## config.mk

```make
export PLATFORM = sky130hd
export DESIGN_NAME = tcpfrs_update
export DESIGN_NICKNAME = d
export VERILOG_FILES = /design/src/hdl/tcpfrs_pkg.sv /design/src/hdl/tcpfrs_update.sv
export SDC_FILE = /design/constraint.sdc
export NUM_CORES = 1
export LEC_CHECK = 0
export ABC_AREA = 1
export BUFFER_PORTS_ARGS = -buffer_cell sky130_fd_sc_hd__buf_2
export CORE_AREA = 2 2 265 267
export DETAILED_ROUTE_END_ITERATION = 8
export DIE_AREA = 0 0 267 269
export PLACE_DENSITY_LB_ADDON = 0.15
export SLEW_MARGIN = 20
export SYNTH_ARGS = -nofsm -noshare
export SYNTH_HDL_FRONTEND = slang
export SYNTH_SLANG_ARGS = --single-unit
```

## constraint.sdc

```tcl
create_clock -name vclk -period 4.1
set_input_delay 0.82 -clock vclk [all_inputs]
set_output_delay 0.82 -clock vclk [all_outputs]
set_load 0.02 [all_outputs]
```

## src/hdl/tcpfrs_pkg.sv

```systemverilog
`timescale 1ns / 1ps
// tcpfrs_pkg: types, constants and flow entry layout for the per-flow
// header normalizer; used by every module of the block, not by the interfaces

package tcpfrs_pkg;

  // flow table geometry
  localparam int unsigned FLOW_ENTRIES = 256;
  localparam int unsigned FlowIdxW     = $clog2(FLOW_ENTRIES);

  // packet count saturates here
  localparam logic [31:0] CountMax = 32'hFFFF_FFFF;

  // bit of the tcp flag byte that marks ACK
  localparam int unsigned AckBit = 4;

  // udp payload length is total length minus this
  localparam logic [17:0] UdpHeaderBytes = 18'd8;

  // learned bits of a flow entry
  localparam int unsigned LrnFwd = 0;
  localparam int unsigned LrnRev = 1;

  // record kinds
  localparam logic RecPacket   = 1'b0;
  localparam logic RecIcmpNote = 1'b1;

  // configuration register indexes
  typedef enum logic [0:0] {
    CFG_ABS_TIME = 1'b0,
    CFG_ABS_SEQ  = 1'b1
  } cfg_idx_e;

  typedef logic [FlowIdxW-1:0] flow_idx_t;

  typedef struct packed {
    logic abs_time;
    logic abs_seq;
  } cfg_t;

  typedef struct packed {
    logic [7:0]  flow_slot;
    logic        new_flow;
    logic        direction;
    logic        is_tcp;
    logic        icmp_err;
    logic [63:0] timestamp;
    logic [31:0] seq_number;
    logic [31:0] ack_number;
    logic [7:0]  hdr_flags;
    logic [15:0] ip_total_length;
    logic [3:0]  ip_header_words;
    logic [3:0]  tcp_header_words;
  } pkt_t;

  typedef struct packed {
    logic        record_kind;
    logic [63:0] relative_time;
    logic [31:0] relative_seq;
    logic [31:0] relative_ack;
    logic [15:0] payload_length;
    logic        malformed;
    logic [31:0] packet_count;
  } rec_t;

  typedef struct packed {
    logic [1:0]  learned;
    logic [31:0] base_fwd;
    logic [31:0] base_rev;
    logic [63:0] start_time;
    logic [31:0] count;
  } flow_entry_t;

  // flow table slot of a packet
  function automatic flow_idx_t slot_index(input logic [7:0] slot);
    slot_index = flow_idx_t'(slot);
  endfunction

endpackage

```

## src/hdl/tcpfrs_update.sv

```systemverilog
`timescale 1ns / 1ps
// tcpfrs_update: per-packet flow entry update and result record, combinational
// depends on tcpfrs_pkg for packet, record, entry and config types

module tcpfrs_update import tcpfrs_pkg::*; (
  input  cfg_t        cfg_i,
  input  pkt_t        pkt_i,
  input  flow_entry_t entry_i,
  output flow_entry_t entry_o,
  output rec_t        rec_o
);

  flow_entry_t base;
  flow_entry_t upd;
  logic        own_bit;
  logic        oth_bit;
  logic [31:0] own_base;
  logic [31:0] oth_base;
  logic [17:0] len;
  logic        ack_set;

  always_comb begin
    // fresh entry on a new flow
    base = entry_i;
    if (pkt_i.new_flow) begin
      base.start_time = cfg_i.abs_time ? 64'd0 : pkt_i.timestamp - 64'd1;
      base.learned    = cfg_i.abs_seq ? 2'b11 : 2'b00;
      base.base_fwd   = '0;
      base.base_rev   = '0;
      base.count      = '0;
    end

    upd       = base;
    upd.count = (base.count == CountMax) ? base.count : base.count + 32'd1;

    // learned bits of this and the other direction
    own_bit  = pkt_i.direction ? base.learned[LrnRev] : base.learned[LrnFwd];
    oth_bit  = pkt_i.direction ? base.learned[LrnFwd] : base.learned[LrnRev];
    own_base = pkt_i.direction ? base.base_rev : base.base_fwd;
    oth_base = pkt_i.direction ? base.base_fwd : base.base_rev;
    ack_set  = pkt_i.hdr_flags[AckBit];

    rec_o                = '0;
    rec_o.record_kind    = pkt_i.icmp_err ? RecIcmpNote : RecPacket;
    rec_o.relative_time  = pkt_i.timestamp - base.start_time;
    rec_o.packet_count   = upd.count;
    len                  = '0;

    if (!pkt_i.icmp_err) begin
      if (pkt_i.is_tcp) begin
        // learn own base from the first seq
        if (!own_bit) begin
          own_base = pkt_i.seq_number;
        end
        // learn the other base from the first ack
        if (ack_set && !oth_bit) begin
          oth_base = pkt_i.ack_number;
        end
        if (pkt_i.direction) begin
          upd.learned[LrnRev] = 1'b1;
          upd.base_rev        = own_base;
          if (ack_set) begin
            upd.learned[LrnFwd] = 1'b1;
            upd.base_fwd        = oth_base;
          end
        end else begin
          upd.learned[LrnFwd] = 1'b1;
          upd.base_fwd        = own_base;
          if (ack_set) begin
            upd.learned[LrnRev] = 1'b1;
            upd.base_rev        = oth_base;
          end
        end
        rec_o.relative_seq = pkt_i.seq_number - own_base;
        rec_o.relative_ack = ack_set ? pkt_i.ack_number - oth_base : 32'd0;
        len = {2'b00, pkt_i.ip_total_length}
            - {12'd0, pkt_i.ip_header_words, 2'b00}
            - {12'd0, pkt_i.tcp_header_words, 2'b00};
      end else begin
        len = {2'b00, pkt_i.ip_total_length} - UdpHeaderBytes;
      end
      // negative length clamps to zero
      rec_o.malformed      = len[17];
      rec_o.payload_length = len[17] ? 16'd0 : len[15:0];
    end

    entry_o = upd;
  end

endmodule

```

After elaboration in Yosys (flattened, before gate mapping)
Index checks and enable logic that the tools add are counted.
{"block": "word_totals", "regBits": 0, "latchBits": 0, "ramBits": 0, "romBits": 0, "inputBits": 336, "out_inout_bits": 340, "word_cells": 38, "mem_count": 0}
{"block": "classes", "n_addsub": 8, "mul": 0, "n_div": 0, "n_lt_le_gt_ge": 0, "n_eq_ne": 1, "n_shift": 0, "n_mux": 27, "bitwise": 0, "reduce_logical": 2}
{"cell": "2-to-1 mux 32 bit", "count": 11}
{"cell": "2-to-1 mux 66 bit", "count": 3}
{"cell": "2-to-1 mux 162 bit", "count": 1}
{"cell": "2-to-1 mux 64 bit", "count": 2}
{"cell": "2-to-1 mux 81 bit", "count": 1}
{"cell": "subtractor 32 bit", "count": 2}
{"cell": "subtractor 64 x 1 -> 64 bit (second input constant)", "count": 1}
{"cell": "subtractor 64 bit", "count": 1}
{"cell": "2-to-1 mux 18 bit", "count": 2}
{"cell": "2-to-1 mux 33 bit", "count": 1}
{"cell": "adder 32 x 1 -> 32 bit (second input constant)", "count": 1}
{"cell": "== test 32 bit (second input constant)", "count": 1}
{"cell": "subtractor 17 x 7 -> 18 bit", "count": 1}
{"cell": "subtractor 16 x 4 -> 17 bit (second input constant)", "count": 1}
{"cell": "subtractor 16 x 6 -> 17 bit", "count": 1}
{"cell": "2-to-1 mux 16 bit", "count": 1}
{"cell": "2-to-1 mux 1 bit", "count": 4}
{"cell": "2-to-1 mux 2 bit", "count": 1}
{"cell": "logical AND 1 bit", "count": 1}
{"cell": "zero test 1 bit", "count": 1}

Depth between registers and ports, before layout
{"block": "logic_depth", "ltp_word": 13, "depth_mapped": 26, "depth_no_buf": 26}

Worst setup path after synthesis
OpenSTA, ideal clock, no wires.
{"block": "synth_timing", "kind": "in2out", "from": "input pkt_i[163] (netlist name)", "to": "output rec_o[145] (netlist name)", "arrival_time_ns": 4.084, "required_ns": 3.280, "path_slack_ns": -0.804, "cell_stages": 25, "path_buffers": 6, "path_cell_list": "inv_4 -> buf_6 -> buf_6 -> buf_6 -> buf_4 -> buf_2 -> buf_2 -> nand2_1 -> o21ai_0 -> ha_1 -> fa_1 -> inv_1 -> nand3_1 -> nand2_1 -> nand2_1 -> nand3_1 -> nand2_1 -> nand2_1 -> nand2_1 -> nand2_1 -> nand2_1 -> nand2_1 -> nand2_1 -> nand2_1 -> xor2_1"}
{"item": "start, declared", "line": "tcpfrs_update.sv:7", "text": "input pkt_t pkt_i,"}
{"item": "end, declared", "line": "tcpfrs_update.sv:10", "text": "output rec_t rec_o"}

==> metrics.txt <==
initial antenna violation count=31; nets@finish=5752; GR Util met1=40.87%; grt total ovfl=0; min Tclk post-route=5.082 ns; 1st-pass router iterations=7; M2 GR Usage=59.42%; Initial Utilization=24.65%; critical path arrival=4.26 ns; Rows=97; Yosys cell types=55; Post-Synthesis Cells=3394; commonest non-fill, non-tap cell in the layout=buf_4; MaxCap Viol Count=0; Slew HR=45.69%; I/O Pins=676; Die Y=269 um; DR WL/cell=21.02 um; Worst path slowest cell=ha_4; Final Hold Vio Count=0; Hold Path Origin=pkt_i[9]; Post-Syn Nets=3871; Placer Congestion=1.043; Port-buffer cells=661; WHS Endpoint=rec_o[34]; CP startpoint kind=input port; DRC errors left=0; worst min path class=input port to output port; Via density=5.035; vias in the first global route=30590; max-slew violations=0; most frequent cells in the layout=buf_4 (1221), buf_2 (543), nand2_1 (533); slew at the pin closest to its max-slew limit=0.8135 ns; final core occ=56.84%; Hold Crit Depth=4; core box area=69300 um2; final wirelength=131.0 mm; register area=0 um2; Max VDD drop=207.0 uV; share of layout cells above drive strength 1=62.15%; slowest stage delay, CP=0.32 ns; RSZ-0062 raised after global routing=yes; die width=267 um; total number of vias=31380; GR Layer Usage met3=4.584%; GRT busiest layer=met2; FF+latch count=0; Syn Area/Cell=5.033 um2; post-DP HPWL=106.7 mm; post-synthesis sequential area ratio=0%; kind of critical path=input port to output port; mapped cell area=17080 um2; crit end category=output port; fin crit share=123.9%; area added between synthesis and finish=130.6%; CP required=3.28 ns; first-pass GRT wire length=185.2 mm; status=finished with violations; PwrDens=201.6 nW/um2; Hold-fix buffers, CTS=0; fill count=6803; all-layer global routing usage=34.12%; violated checks=negative setup slack; largest net degree at the start of global routing=40; Iter 0 DRT Violations=2375; Pwr Total=0.007940 W; Max Freq=196.8 MHz; Yosys warning total=0; Pleak=19.45 nW; worst-path maximum fanout=4; DRT antenna net count=0; Die ar.=71820 um2; CLK BUF=0; final worst setup slack=-0.9819 ns; final setup fails=143
critical path, delay by kind of cell:
family,cells,cell delay [ns]
xor+xnor,1,0.22
compound gates,1,0.08
fa+ha+maj,1,0.32
buf+inv,9,0.99
simple gates,13,1.82
logic make-up (layout without fill, tap and decap cells):
kind of cell,Yosys count,after routing,share of synthesized area (%)
compound gates,819,819,27.38
xor+xnor,83,83,4.256
fa+ha+maj,141,141,10.55
buf+inv,724,2603,17.14
mux,2,2,0.1172
other cells,0,20,0
simple gates,1625,1625,40.56
stage by stage:
step           hold slack, ns  area, um2  setup WS, ns  TNS, ns  cells
2_1_floorplan           1.708      18440       -0.2592   -5.509   3394
3_3_place_gp            1.963      29790        -1.558   -92.16   5861
3_5_place_dp            1.969      29790        -1.528   -91.45   5861
4_1_cts                 1.970      36610       -0.9782   -62.94   6131
5_1_grt                 2.001      39370        -1.093   -85.49   6224
6_report                1.968      39390       -0.9819   -63.72   6233
what timing repair did:
action | CTS | global route
gates resized for setup | 1249 | 581
gates cloned | 11 | 1
buffers inserted | 264 | 105
endpoints found under the setup margin | 169 | 210
pin swaps | 390 | 347
cells in the mapped netlist, types with 2 or more instances:
master / instances / area [um2]
o21bai_1: 23 / 172.7
a32oi_1: 12 / 105.1
nor3_2: 6 / 60.06
clkbuf_1: 46 / 172.7
a21boi_0: 15 / 112.6
a31oi_1: 18 / 112.6
xor2_1: 72 / 630.6
buf_6: 6 / 67.56
nor2_2: 17 / 106.4
nor2_1: 476 / 1787
nand3b_1: 9 / 67.56
xnor2_1: 11 / 96.34
inv_2: 5 / 18.77
nor3_4: 2 / 32.53
a22oi_1: 49 / 367.9
fa_1: 5 / 100.1
nand2_1: 778 / 2920
buf_1: 7 / 26.28
mux2i_1: 2 / 20.02
nand3_1: 165 / 825.8
a31o_2: 3 / 26.28
nand3_2: 7 / 70.07
a21o_1: 19 / 142.6
buf_4: 37 / 277.8
buf_2: 19 / 95.09
inv_1: 600 / 2252
a211oi_1: 2 / 15.01
nand2_4: 2 / 22.52
o21ai_0: 305 / 1526
nor4_1: 14 / 87.58
nand4_1: 60 / 375.4
ha_1: 136 / 1702
or2_2: 10 / 62.56
o211ai_1: 40 / 300.3
a21oi_1: 246 / 1231
o21ai_1: 47 / 235.2
clkinv_1: 3 / 11.26
nor2_4: 9 / 101.4
and2_1: 5 / 31.28
o31ai_1: 2 / 15.01
nor3_1: 47 / 235.2
nand2_2: 13 / 81.33
o21a_1: 15 / 112.6
o221ai_1: 18 / 157.7
cell type report:
type / count / area [um2] / area share [%]
antenna: 20 / 50.05 / 0.1271
tap: 940 / 1176 / 2.986
multi-input combinational: 2670 / 20940 / 53.15
inverter: 609 / 2346 / 5.956
timing repair buffer: 1994 / 14880 / 37.79
power by group:
| part | total (W) | internal (W) | switching, W | leakage [nW] |
|---|---|---|---|---|
| clock network | 0.000000000712 | 0.000000000712 | 0 | 0.000119 |
| registers | 0 | 0 | 0 | 0 |
| logic | 0.00794 | 0.00363 | 0.00431 | 19.5 |
layer usage:
metal	up-vias	share of wire (%)
li1	14890	-
met1	14730	39
met2	1363	48
met3	386	6.4
met4	20	6.3
met5	-	0.10
worst max path at each step:
stage	cells past startpoint	end	startpoint
floorplan	25	rec_o[145]	pkt_i[163]
global placement	25	rec_o[150]	pkt_i[96]
detailed placement	25	rec_o[150]	pkt_i[96]
CTS	27	rec_o[150]	pkt_i[96]
global route	32	rec_o[175]	pkt_i[96]
finish	25	rec_o[150]	pkt_i[120]
(Power assumes the default switching activity.)
